==> src/rtl/lsoc_pkg.sv <==
`timescale 1ns / 1ps
// Shared types, constants and codes of the laser scan obstacle check.
package lsoc_pkg;

    localparam int MAX_SCAN_POINTS = 4096;
    localparam int IDX_W = $clog2(MAX_SCAN_POINTS);
    localparam logic [IDX_W-1:0] LAST_INDEX = IDX_W'(MAX_SCAN_POINTS - 1);

    localparam logic [9:0] FRONT_CENTER_INDEX = 10'd540;
    localparam logic [12:0] HIT_LIMIT = 13'd4096;
    localparam logic [12:0] BLOCK_THRESHOLD = 13'd2;

    // Shift steps of the weight divider; the top quotient bit comes from the
    // initial compare, so the quotient has DIV_STEPS + 1 bits.
    localparam int DIV_STEPS = 15;
    localparam int DIV_CNT_W = $clog2(DIV_STEPS + 1);

    typedef enum logic [2:0] {
        CFG_ROBOT_RADIUS  = 3'd0,
        CFG_MAX_DETECTION = 3'd1,
        CFG_MIN_DETECTION = 3'd2,
        CFG_DYNAMIC_DEPTH = 3'd3,
        CFG_MAX_OBSTACLE  = 3'd4,
        CFG_BLIND_HALF    = 3'd5
    } cfg_idx_e;

    typedef struct packed {
        logic [15:0]        range_mm;
        logic signed [15:0] bearing_cdeg;
        logic signed [15:0] point_x_mm;
        logic signed [15:0] point_y_mm;
        logic signed [15:0] speed_fraction;
        logic               last_point;
    } point_t;

    typedef struct packed {
        logic               path_blocked;
        logic [12:0]        hit_count;
        logic [15:0]        nearest_range_mm;
        logic signed [15:0] nearest_bearing_cdeg;
        logic [15:0]        proximity_weight;
    } result_t;

    typedef enum logic [2:0] {
        ST_IDLE,
        ST_EVAL,
        ST_DIV_INIT,
        ST_DIV,
        ST_DONE
    } state_e;

    typedef struct packed {
        logic capture;
        logic eval;
        logic div_init;
        logic div_step;
        logic load_result;
    } cmd_t;

    typedef struct packed {
        logic last_point;
    } status_t;

endpackage

==> src/rtl/lsoc_if.sv <==
`timescale 1ns / 1ps
// Valid/ready channel interfaces for scan points and scan results.
interface lsoc_point_if;
    logic             valid;
    logic             ready;
    lsoc_pkg::point_t payload;

    modport source (output valid, output payload, input ready);
    modport sink (input valid, input payload, output ready);
endinterface

interface lsoc_result_if;
    logic              valid;
    logic              ready;
    lsoc_pkg::result_t payload;

    modport source (output valid, output payload, input ready);
    modport sink (input valid, input payload, output ready);
endinterface

==> src/rtl/lsoc_ctrl.sv <==
`timescale 1ns / 1ps
// Controller state machine: point handshake, divider sequencing, result slot.
module lsoc_ctrl (
    input  logic              clk,
    input  logic              rst_n,
    input  logic              in_valid,
    output logic              in_ready,
    output logic              out_valid,
    input  logic              out_ready,
    input  lsoc_pkg::status_t status,
    output lsoc_pkg::cmd_t    cmd
);

    lsoc_pkg::state_e               state_reg, state_next;
    logic [lsoc_pkg::DIV_CNT_W-1:0] cnt_reg, cnt_next;
    logic                           out_valid_reg, out_valid_next;

    always_ff @(posedge clk or negedge rst_n)
    begin
        if (!rst_n)
        begin
            state_reg     <= lsoc_pkg::ST_IDLE;
            cnt_reg       <= '0;
            out_valid_reg <= 1'b0;
        end
        else
        begin
            state_reg     <= state_next;
            cnt_reg       <= cnt_next;
            out_valid_reg <= out_valid_next;
        end
    end

    always_comb
    begin
        state_next = state_reg;
        cnt_next   = cnt_reg;
        cmd        = '0;
        in_ready   = 1'b0;
        case (state_reg)
            lsoc_pkg::ST_IDLE:
            begin
                in_ready = 1'b1;
                if (in_valid)
                begin
                    cmd.capture = 1'b1;
                    state_next  = lsoc_pkg::ST_EVAL;
                end
            end
            lsoc_pkg::ST_EVAL:
            begin
                cmd.eval   = 1'b1;
                state_next = status.last_point ? lsoc_pkg::ST_DIV_INIT : lsoc_pkg::ST_IDLE;
            end
            lsoc_pkg::ST_DIV_INIT:
            begin
                cmd.div_init = 1'b1;
                cnt_next     = lsoc_pkg::DIV_CNT_W'(lsoc_pkg::DIV_STEPS - 1);
                state_next   = lsoc_pkg::ST_DIV;
            end
            lsoc_pkg::ST_DIV:
            begin
                cmd.div_step = 1'b1;
                cnt_next     = cnt_reg - 1'b1;
                if (cnt_reg == '0)
                begin
                    state_next = lsoc_pkg::ST_DONE;
                end
            end
            lsoc_pkg::ST_DONE:
            begin
                // Hand over once the result slot is empty or being emptied.
                if (!out_valid_reg || out_ready)
                begin
                    cmd.load_result = 1'b1;
                    state_next      = lsoc_pkg::ST_IDLE;
                end
            end
            default:
            begin
                state_next = lsoc_pkg::ST_IDLE;
            end
        endcase
    end

    always_comb
    begin
        out_valid_next = out_valid_reg;
        if (cmd.load_result)
        begin
            out_valid_next = 1'b1;
        end
        else if (out_ready)
        begin
            out_valid_next = 1'b0;
        end
    end

    assign out_valid = out_valid_reg;

endmodule

==> src/rtl/lsoc_datapath.sv <==
`timescale 1ns / 1ps
// Datapath: config registers, per-point hit and nearest tracking, weight divider.
module lsoc_datapath (
    input  logic              clk,
    input  logic              rst_n,
    input  logic              cfg_we,
    input  logic [2:0]        cfg_index,
    input  logic [15:0]       cfg_data,
    input  lsoc_pkg::point_t  in_point,
    input  lsoc_pkg::cmd_t    cmd,
    output lsoc_pkg::status_t status,
    output lsoc_pkg::result_t result
);

    // Configuration
    logic [15:0] radius_reg;
    logic [15:0] max_det_reg;
    logic [15:0] min_det_reg;
    logic        dyn_en_reg;
    logic [15:0] max_obs_reg;
    logic [9:0]  blind_reg;

    always_ff @(posedge clk or negedge rst_n)
    begin
        if (!rst_n)
        begin
            radius_reg  <= 16'd300;
            max_det_reg <= 16'd1500;
            min_det_reg <= 16'd500;
            dyn_en_reg  <= 1'b0;
            max_obs_reg <= 16'd1500;
            blind_reg   <= 10'd0;
        end
        else if (cfg_we)
        begin
            case (cfg_index)
                lsoc_pkg::CFG_ROBOT_RADIUS:  radius_reg  <= cfg_data;
                lsoc_pkg::CFG_MAX_DETECTION: max_det_reg <= cfg_data;
                lsoc_pkg::CFG_MIN_DETECTION: min_det_reg <= cfg_data;
                lsoc_pkg::CFG_DYNAMIC_DEPTH: dyn_en_reg  <= cfg_data[0];
                lsoc_pkg::CFG_MAX_OBSTACLE:  max_obs_reg <= cfg_data;
                lsoc_pkg::CFG_BLIND_HALF:    blind_reg   <= cfg_data[9:0];
                default: ;
            endcase
        end
    end

    // Captured point and speed-scaled depth product
    lsoc_pkg::point_t   pt_reg;
    logic signed [31:0] prod_reg;

    always_ff @(posedge clk)
    begin
        if (cmd.capture)
        begin
            pt_reg   <= in_point;
            prod_reg <= $signed({{16{in_point.speed_fraction[15]}}, in_point.speed_fraction})
                        * $signed({16'd0, max_det_reg});
        end
    end

    assign status.last_point = pt_reg.last_point;

    // Scan state
    logic [lsoc_pkg::IDX_W-1:0] idx_reg, idx_next;
    logic [12:0]                hits_reg, hits_next;
    logic [15:0]                near_reg, near_next;
    logic [15:0]                bear_reg, bear_next;
    logic [15:0]                depth_reg, depth_next;

    logic        first;
    logic [15:0] depth_raw;
    logic [15:0] depth_calc;
    logic [15:0] near_base;
    logic [15:0] bear_base;
    logic [12:0] hits_base;
    logic        hit;
    logic [9:0]  win_lo;
    logic [10:0] win_hi;
    logic        in_window;

    assign first = (idx_reg == '0);

    always_comb
    begin
        if (dyn_en_reg)
        begin
            depth_raw = (!prod_reg[31] && prod_reg != '0) ? prod_reg[30:15] : 16'd0;
        end
        else
        begin
            depth_raw = max_det_reg;
        end
        depth_calc = (depth_raw < min_det_reg) ? min_det_reg : depth_raw;
    end

    always_comb
    begin
        depth_next = first ? depth_calc : depth_reg;
        near_base  = first ? max_obs_reg : near_reg;
        bear_base  = first ? 16'd0 : bear_reg;
        hits_base  = first ? 13'd0 : hits_reg;

        if (pt_reg.range_mm < radius_reg)
        begin
            hit = 1'b1;
        end
        else
        begin
            hit = !pt_reg.point_y_mm[15]
                && ($signed({pt_reg.point_y_mm[15], pt_reg.point_y_mm})
                    < $signed({1'b0, depth_next}))
                && ($signed({{2{pt_reg.point_x_mm[15]}}, pt_reg.point_x_mm})
                    >= -$signed({2'b00, radius_reg}))
                && ($signed({{2{pt_reg.point_x_mm[15]}}, pt_reg.point_x_mm})
                    < $signed({2'b00, radius_reg}));
        end
        hits_next = (hit && hits_base < lsoc_pkg::HIT_LIMIT) ? hits_base + 1'b1 : hits_base;

        // Frontal blind window, lower edge saturating at index zero
        win_lo    = (lsoc_pkg::FRONT_CENTER_INDEX >= blind_reg)
                    ? lsoc_pkg::FRONT_CENTER_INDEX - blind_reg : 10'd0;
        win_hi    = {1'b0, lsoc_pkg::FRONT_CENTER_INDEX} + {1'b0, blind_reg};
        in_window = (idx_reg >= lsoc_pkg::IDX_W'(win_lo))
                    && (lsoc_pkg::IDX_W'(win_hi) >= idx_reg);

        if (!in_window && pt_reg.range_mm < near_base)
        begin
            near_next = pt_reg.range_mm;
            bear_next = pt_reg.bearing_cdeg;
        end
        else
        begin
            near_next = near_base;
            bear_next = bear_base;
        end

        if (pt_reg.last_point)
        begin
            idx_next = '0;
        end
        else if (idx_reg != lsoc_pkg::LAST_INDEX)
        begin
            idx_next = idx_reg + 1'b1;
        end
        else
        begin
            idx_next = idx_reg;
        end
    end

    always_ff @(posedge clk or negedge rst_n)
    begin
        if (!rst_n)
        begin
            idx_reg <= '0;
        end
        else if (cmd.eval)
        begin
            idx_reg <= idx_next;
        end
    end

    always_ff @(posedge clk)
    begin
        if (cmd.eval)
        begin
            hits_reg  <= hits_next;
            near_reg  <= near_next;
            bear_reg  <= bear_next;
            depth_reg <= depth_next;
        end
    end

    // Restoring divider: (max - nearest) * 2^15 / max, one quotient bit a cycle.
    // A nearest range of zero gives the full weight: the top quotient bit is set
    // at init and the remainder starts at zero.
    logic [15:0]                    rem_reg;
    logic [lsoc_pkg::DIV_STEPS:0]   quot_reg;
    logic                           wzero_reg;
    logic [16:0]                    rem_shift;
    logic                           fits;

    assign rem_shift = {rem_reg, 1'b0};
    assign fits      = (rem_shift >= {1'b0, max_obs_reg});

    always_ff @(posedge clk)
    begin
        if (cmd.div_init)
        begin
            wzero_reg <= !(max_obs_reg != 16'd0 && near_reg < max_obs_reg);
            rem_reg   <= (near_reg != 16'd0 && near_reg < max_obs_reg)
                         ? max_obs_reg - near_reg : 16'd0;
            quot_reg  <= {{lsoc_pkg::DIV_STEPS{1'b0}}, (near_reg == 16'd0)};
        end
        else if (cmd.div_step)
        begin
            rem_reg  <= fits ? 16'(rem_shift - {1'b0, max_obs_reg}) : rem_shift[15:0];
            quot_reg <= {quot_reg[lsoc_pkg::DIV_STEPS-1:0], fits};
        end
    end

    // Result register
    always_ff @(posedge clk)
    begin
        if (cmd.load_result)
        begin
            result.path_blocked         <= (hits_reg >= lsoc_pkg::BLOCK_THRESHOLD);
            result.hit_count            <= hits_reg;
            result.nearest_range_mm     <= near_reg;
            result.nearest_bearing_cdeg <= bear_reg;
            result.proximity_weight     <= wzero_reg ? 16'd0 : quot_reg;
        end
    end

endmodule

==> src/rtl/laser_scan_obstacle_check_core.sv <==
`timescale 1ns / 1ps
// Top level of the laser scan obstacle check: controller plus datapath.
//
// Usage: scan points arrive one transaction at a time on the point channel
// (valid/ready), each with range, bearing, x/y in the robot frame, speed
// fraction and a last-point mark. The block counts platform and in-path hits,
// tracks the nearest range outside the frontal blind window, and on the last
// point of a scan sends one transaction on the result channel.
// Configuration goes through cfg_we/cfg_index/cfg_data; the user must write
// it only between scans while the block is idle, and the block itself does
// not enforce this. cfg_index follows the register list order.
// Points: each is captured, then evaluated, before the channel is ready again.
// Result: after the last point is accepted the block runs evaluate, divider
// init, the divider steps and hand-over, then loads the result register;
// hand-over waits while the result slot is full, and no point is taken
// while the restoring divider for the proximity weight runs.
// Stall: the result sits in an output register. The next scan streams in
// while it waits; only the next scan's final result holds until it is taken.
// Reset: configuration returns to its defaults, the point index goes to zero
// and the result channel drops valid.
module laser_scan_obstacle_check_core (
    input  logic          clk,
    input  logic          rst_n,
    input  logic          cfg_we,
    input  logic [2:0]    cfg_index,
    input  logic [15:0]   cfg_data,
    lsoc_point_if.sink    point,
    lsoc_result_if.source result
);

    lsoc_pkg::cmd_t    cmd;
    lsoc_pkg::status_t status;

    lsoc_ctrl u_ctrl (
        .clk       (clk),
        .rst_n     (rst_n),
        .in_valid  (point.valid),
        .in_ready  (point.ready),
        .out_valid (result.valid),
        .out_ready (result.ready),
        .status    (status),
        .cmd       (cmd)
    );

    lsoc_datapath u_datapath (
        .clk       (clk),
        .rst_n     (rst_n),
        .cfg_we    (cfg_we),
        .cfg_index (cfg_index),
        .cfg_data  (cfg_data),
        .in_point  (point.payload),
        .cmd       (cmd),
        .status    (status),
        .result    (result.payload)
    );

endmodule
==> src/flat_wrapper.sv <==
// flat-port wrapper written by rule: the top's interface ports become plain ports
module laser_scan_obstacle_check_core_flat 
  (clk, rst_n, cfg_we, cfg_index, cfg_data, point_valid, point_payload, point_ready, result_valid, result_payload, result_ready);
  lsoc_point_if point_i ();
  lsoc_result_if result_i ();
  input  logic clk;
  input  logic rst_n;
  input  logic cfg_we;
  input  logic [2:0] cfg_index;
  input  logic [15:0] cfg_data;
  input wire logic [$bits(point_i.valid)-1:0] point_valid;
  input wire logic [$bits(point_i.payload)-1:0] point_payload;
  output wire logic [$bits(point_i.ready)-1:0] point_ready;
  output wire logic [$bits(result_i.valid)-1:0] result_valid;
  output wire logic [$bits(result_i.payload)-1:0] result_payload;
  input wire logic [$bits(result_i.ready)-1:0] result_ready;
  assign point_i.valid = point_valid;
  assign point_i.payload = point_payload;
  assign point_ready = point_i.ready;
  assign result_valid = result_i.valid;
  assign result_payload = result_i.payload;
  assign result_i.ready = result_ready;
  laser_scan_obstacle_check_core u_core (.clk(clk), .rst_n(rst_n), .cfg_we(cfg_we), .cfg_index(cfg_index), .cfg_data(cfg_data), .point(point_i), .result(result_i));
endmodule
==> config.mk <==
export PLATFORM = sky130hd
export DESIGN_NAME = laser_scan_obstacle_check_core_flat
export DESIGN_NICKNAME = d
export VERILOG_FILES = /design/src/rtl/lsoc_pkg.sv /design/src/rtl/lsoc_if.sv /design/src/rtl/lsoc_ctrl.sv /design/src/rtl/lsoc_datapath.sv /design/src/rtl/laser_scan_obstacle_check_core.sv /design/src/flat_wrapper.sv
export SDC_FILE = /design/constraint.sdc
export NUM_CORES = 1
export LEC_CHECK = 0
export BUFFER_PORTS_ARGS = -buffer_cell sky130_fd_sc_hd__buf_4
export CORE_MARGIN = 2
export CORE_UTILIZATION = 64
export CTS_BUF_LIST = sky130_fd_sc_hd__clkbuf_4 sky130_fd_sc_hd__clkbuf_8
export DETAILED_ROUTE_END_ITERATION = 8
export PLACE_DENSITY = 0.87
export SLEW_MARGIN = 20
export SYNTH_ARGS = -nofsm -noshare
export SYNTH_HDL_FRONTEND = slang
export SYNTH_SLANG_ARGS = --single-unit
==> constraint.sdc <==
create_clock -name clk -period 8.2 [get_ports clk]
set_input_delay 0 -clock clk [delete_from_list [all_inputs] [get_ports clk]]
set_output_delay 0 -clock clk [all_outputs]
set_load 0.01 [all_outputs]
==> metrics, run 1 <==
Clock Pin Slew Worst Setup and Hold Paths 0.07 ns; crit path launch u_core.u_datapath.max_det_reg[5]; number of cells on the critical path 21; YS warnings 0; buffer and inverter count on the worst path 3; RSZ-0062 raised after global routing no; Final Hold Vio Count 0; CP Launch Type flip-flop; Synth async-reset ratio a little over a quarter; Post-Synthesis Cell Area ~0.027 mm2; final antenna-violating net count 0; WP data arrival between 7 and 8 ns; Resize count post-CTS 0; Worst path max stage delay between 0.7 and 0.8 ns; hold_sp point_payload[25]; hold path depth 2; Die Wd between 200 and 250 um; Final Max Tran Viols 0; grt total ovfl 0; worst hold slack 0.0366 ns; post-DP HPWL roughly 52000 um; Net Count, Synth 3166; critical path peak fanout 18; vias per cell 5.99; first-pass GRT wire length 114000 um; cell family with most CP delay adder cells; worst path required time about 8.6 ns; Die Y-Extent around 210 um; H-tree levels 2; slowest stage cell, crit path dfrtp_1; Nets roughly 3400; Hold-fix buffers, CTS approximately 110; area growth from synthesis to layout 16.0%; FP Rows 74; root buffer selected by CTS clkbuf_8; DRT iter0 DRCs roughly 1900; vias in the first global route roughly 21000; Yosys top cell by area edfxtp_1; TritonCTS clock tree done; crit end category flip-flop; Initial DRT Pass Iterations 5; syn_area_per_cell slightly above 10 um2; cell repeated most along the worst path fa_1; r2r startpoint u_core.u_datapath.max_det_reg[5]; Starting Density approximately two thirds; FILL cells 2659; Post-route DRC 0; Netlist cell types 74; Worst slew margin 27.9%; Post-CTS Setup Bufs 0; Finish-stage setup viols 0; DR vias about 21000; min Tclk post-route 6.85 ns; routed wire length ~73000 um; GRT Total Usage 33.8%; Mapped Cells between 2000 and 3000; top cell type's share of synthesized area 26.8%; r2r worst-path depth 21; port bufs 168; Synth area leaders edfxtp_1, fa_1, ha_1; prevailing post-synth register cell edfxtp_1; maxcap violations 0; cts bufs inserted just under 60; Final TNS setup 0 ns; worst path cell trace nand2_1, fa_1, inv_1, fa_1, inv_1, fa_1, fa_1, fa_1, fa_1, inv_1, ha_1, a21oi_1, nand2_1, a31o_2, a21oi_1, a31oi_1, a41oi_1, a21oi_1, a21oi_1, o21ai_0, xnor2_1; highest clock rate 146 MHz; Core ar. approximately 0.04 mm2; min-delay worst type primary input to flip-flop; number of clock sinks ~350; Worst Tran Pin Value 1.08 ns; final estimated routing congestion in global placement ~0.95; clk_lat worst skew approximately 0.70 ns; share of cells above drive strength 1 12.4%; io pins about 170; WL/cell ~21 um; Die Area around 0.043 mm2; Crit Path Category flip-flop to flip-flop; outcome finished clean; pin count of the biggest net entering global routing 81; EDFF count, synth between 200 and 250; sequential area share after synthesis roughly 37%; Worst Skew ~0.047 ns; max reg flops 64; initial antenna violation count 2; Synth Register Bits 348; Max clock buf depth 3; final worst-path cycle share ~84%
path summary, 6_finish.rpt:
| path | to | slack, ns |
|---|---|---|
| max | u_core.u_datapath.prod_reg[31] | 1.35 |
| min | u_core.u_datapath.pt_reg[25] | 0.04 |
| max reg2reg | u_core.u_datapath.prod_reg[31] | 1.35 |
| min reg2reg | u_core.u_datapath.result[28] | 0.41 |
| max in group asynchronous | u_core.u_datapath.max_obs_reg[8] | 7.08 |
| min in group asynchronous | u_core.u_datapath.max_obs_reg[6] | 0.38 |
per-layer routing:
metal	share of wire (%)	GRT usage, %
met4	4.1	15.7
met3	9.8	6.97
met2	48	55.0
met5	0	0
met1	38	43.6
Yosys cell counts, types with 31 or more instances:
library cell  count
a21o_1           36
a21oi_1          98
and2_1          135
clkbuf_1         73
dfrtp_1          71
edfxtp_1        238
fa_1            196
ha_1            270
inv_1           364
mux2i_1          33
nand2_1         311
nand2b_1         32
nand3_1          51
nor2_1           91
nor2b_1          31
nor4_1           31
o21ai_0         124
xnor2_1          64
per-stage QoR:
| step | instances | setup WS (ns) | cell area (um2) | util, % |
|---|---|---|---|---|
| CTS | 3453 | 1.43 | 30900 | 75.5 |
| global route | 3454 | 1.04 | 30900 | 75.5 |
| finish | 3460 | 1.35 | 30900 | 75.6 |
| detailed placement | 3230 | 1.45 | 28400 | 69.5 |
| floorplan | 2595 | 1.88 | 26700 | - |
| global placement | 3230 | 1.65 | 28400 | 69.5 |
logic make-up after synthesis:
kind of cell / count (synthesis) / share of synthesized area [%]
adders and majority gates: 466 / 27.4
AOI/OAI and AO/OA: 404 / 9.61
DFF: 348 / 37.0
and+or+nand+nor: 781 / 14.3
buffers and inverters: 446 / 6.34
muxes: 60 / 2.38
xor gates and xnor gates: 90 / 2.96
final cells by class:
| type | instances | area [um2] | share of cell area (%) |
|---|---|---|---|
| tap | 532 | 666 | 2.15 |
| multi-input combinational | 1801 | 15200 | 49.0 |
| clock buffer | 79 | 981 | 3.17 |
| timing repair buffer | 299 | 2540 | 8.22 |
| antenna | 6 | 15.0 | 0.0486 |
| clock inverter | 31 | 342 | 1.10 |
| inverter | 364 | 1370 | 4.42 |
| sequential | 348 | 9850 | 31.9 |
cell usage in the layout (no fill, tap or decap), types with 26 or more instances in the layout:
master and n:
o21a_1 26, inv_1 364, dfrtp_1 71, nor2b_1 31
nor2_1 91, ha_1 270, nand4_1 28, and2_1 134
o21ai_0 124, clkbuf_8 62, buf_4 185, xor2_1 26
mux2_2 27, nand2_1 311, nor3_1 28, nor4_1 31
nand3_1 51, edfxtp_1 238, fa_1 196, a21o_1 36
mux2i_1 33, nand2b_1 32, a21oi_1 98, dlygate4sd3_1 112
xnor2_1 64
Power of run 1 is not shown: default switching activity piles up to over one toggle a cycle in this logic, so the estimate is an artifact.
==> inputs of run 2 (changes only) <==
--- a/config.mk
+++ b/config.mk
@@ -7,10 +7,10 @@
 export LEC_CHECK = 0
 export BUFFER_PORTS_ARGS = -buffer_cell sky130_fd_sc_hd__buf_4
 export CORE_MARGIN = 2
-export CORE_UTILIZATION = 64
+export CORE_UTILIZATION = 58
 export CTS_BUF_LIST = sky130_fd_sc_hd__clkbuf_4 sky130_fd_sc_hd__clkbuf_8
 export DETAILED_ROUTE_END_ITERATION = 8
-export PLACE_DENSITY = 0.87
+export PLACE_DENSITY = 0.84
 export SLEW_MARGIN = 20
 export SYNTH_ARGS = -nofsm -noshare
 export SYNTH_HDL_FRONTEND = slang
==> constraint.sdc (replaced) <==
create_clock -name clk -period 5.5 [get_ports clk]
set_input_delay 0 -clock clk [delete_from_list [all_inputs] [get_ports clk]]
set_output_delay 0 -clock clk [all_outputs]
set_load 0.01 [all_outputs]
==> run 2 against run 1 <==
Effect of this change: die area up 10%; sequential cell count is the same; design area is 8.7% higher; cell count up 7.9%; first-iteration DRC count is 49% higher; critical endpoint is now u_core.u_datapath.prod_reg[30]; fmax fell by 1.2%; the run now ends with setup timing left; register-to-register slack worse by 2.8 ns; largest cell class unchanged; via count is 11% higher; worst setup slack worse by 2.8 ns; critical path depth increased by 1.
==> metrics, run 2 (synthesis results as in run 1) <==
number of clock sinks 348 (unchanged); placed cells 3447 (+6.7%); WP data arrival 7.35 ns (+0.08 ns); Core ar. 0.0454 mm2 (+11%); critical path peak fanout 5 (-13); maxcap violations 0 (unchanged); final estimated routing congestion in global placement 0.961 (+1.1%); highest clock rate 144 MHz (-1.2%); DRT iter0 DRCs 2801 (+49%); Die Y-Extent 218 um (+4.9%); port bufs 168 (unchanged); Starting Density 58.7% (-6.4 points); cts bufs inserted 58 (unchanged); Final Max Tran Viols 0 (unchanged); max reg flops 64 (unchanged); Worst Skew 0.0429 ns (-0.00400 ns); Worst Tran Pin Value 0.943 ns (-0.138 ns); r2r worst-path depth 22 (+4.8%); Die Area 0.0477 mm2 (+10%); CP Launch Type flip-flop; final worst-path cycle share 126% (+43 points); Crit Path Category flip-flop to flip-flop; Clock Pin Slew Worst Setup and Hold Paths 0.09 ns (+0.02 ns); io pins 169 (unchanged); WL/cell 23.3 um (+10%); pin count of the biggest net entering global routing 68 (-16%); share of cells above drive strength 1 23.2% (+11 points); clk_lat worst skew 0.70 ns (about the same); H-tree levels 2 (unchanged); cell repeated most along the worst path fa_1; min-delay worst type primary input to flip-flop; Initial DRT Pass Iterations 7 (+2); vias per cell 6.16 (+2.8%); setup ws final -1.43 ns (-2.78 ns); crit end category flip-flop; initial antenna violation count 7 (+5); routed wire length 87000 um (+19%); Die Wd 218 um (+4.9%); Max clock buf depth 3 (unchanged); Final TNS setup -24.49 ns (-24.49 ns); Finish-stage setup viols 33 (+33); RSZ-0062 raised after global routing yes; vias in the first global route 22698 (+6.7%); commonest non-fill, non-tap cells in the layout buf_4, inv_1, nand2_1; worst path cell trace buf_4, buf_4, nand2_1, fa_1, inv_2, fa_2, inv_2, fa_1, fa_1, inv_1, fa_1, fa_1, ha_4, a2111o_1, a41o_1, a21oi_2, o21a_1, a211oi_2, o21a_1, o21a_1, mux2i_1, nand2_1; area growth from synthesis to layout 26.1%; slowest stage cell, crit path dfstp_2; Nets 3652 (+6.1%); min Tclk post-route 6.93 ns (+0.0847 ns); Post-route DRC 0 (unchanged); failing checks setup timing; DR vias 22978 (+11%); root buffer selected by CTS clkbuf_8; grt total ovfl 0 (unchanged); commonest non-fill, non-tap cell in the layout buf_4; TritonCTS clock tree done; final antenna-violating net count 0 (unchanged); first-pass GRT wire length 122000 um (+7.2%); worst path required time 5.91 ns (-2.71 ns); Worst slew margin 36.5% (+8.6 points); pre-CTS WS -0.804 ns (-2.25 ns); outcome complete, but fails checks; post-DP HPWL 54200 um (+4.2%); FP Rows 78 (+5.4%); hold path depth 2 (unchanged); Final Non-Filler Cells 3733 (+7.9%); Worst path max stage delay 0.60 ns (-0.13 ns); GRT Total Usage 33.2% (-0.60 points); Final Hold Vio Count 0 (unchanged)
==> run 2: cell types whose count changed in the layout (fill, tap and decap cells not counted), moves of 18 or more <==
| cell | before | now |
|---|---|---|
| buf_6 | 0 | 29 |
| o21ai_0 | 124 | 101 |
| buf_4 | 185 | 368 |
| ha_4 | 0 | 21 |
| a21oi_2 | 1 | 19 |
| a21oi_1 | 98 | 76 |
| ha_1 | 270 | 248 |
==> run 2: final cells by class <==
type,instances,area [um2]
tap,600,751
inverter,364,1370
sequential,348,9860
clock inverter,31,268
multi-input combinational,1801,16100
fill,2683,11800
antenna,4,10.0
clock buffer,77,991
timing repair buffer,508,4280
==> run 2: worst paths after layout <==
| check | from | endpoint | slack, ns |
|---|---|---|---|
| min in group asynchronous | rst_n | u_core.u_datapath.max_det_reg[6] | 0.48 |
| max in group asynchronous | rst_n | u_core.u_datapath.min_det_reg[13] | 4.02 |
| worst min-delay path | point_payload[61] | u_core.u_datapath.pt_reg[61] | 0.03 |
| worst max-delay path | u_core.u_datapath.max_det_reg[10] | u_core.u_datapath.prod_reg[30] | -1.43 |
| worst max register to register | u_core.u_datapath.max_det_reg[10] | u_core.u_datapath.prod_reg[30] | -1.43 |
| worst min register to register | u_core.u_datapath.bear_reg[8] | u_core.u_datapath.result[24] | 0.42 |
==> run 2: what timing repair did <==
| action | 4_1_cts | 5_1_grt |
|---|---|---|
| endpoints found under the hold margin | 216 | 0 |
| gates cloned | 2 | 1 |
| hold buffers | 102 | 0 |
| setup endpoints to repair | 28 | 32 |
| gates resized for setup | 106 | 120 |
| pin swaps | 77 | 85 |
| setup buffers | 46 | 32 |
==> run 2: routing by layer <==
layer / share of wire [%] / wire length, um / track usage (%) / vias up
li1: - / - / - / 9782
met1: 35 / 30200 / 39.7 / 11039
met2: 47 / 40800 / 56.2 / 1625
met3: 11 / 9170 / 6.54 / 528
met4: 7.8 / 6800 / 18.3 / 4
met5: 0.026 / 23 / 0 / -
==> run 2: critical path, delay by kind of cell (launching register included) <==
family                   cells  cell delay [ns]
buffers and inverters        5             0.40
AND/OR/NAND/NOR              2             0.20
multiplexers                 1             0.42
AO/OA/AOI/OAI                7             1.70
flip-flops                   1             0.60
adder cells (fa/ha/maj)      7             3.29
==> run 2: per-stage QoR <==
stage               util [%]  hold WS (ns)  area, um2
floorplan                  -        -0.296      26800
global placement        65.6       -0.0390      29800
detailed placement      65.6       -0.0357      29800
CTS                     72.2       0.00669      32800
global route            74.0       0.00720      33600
finish                  74.1        0.0305      33600
Power of run 2 is left out for the same reason.
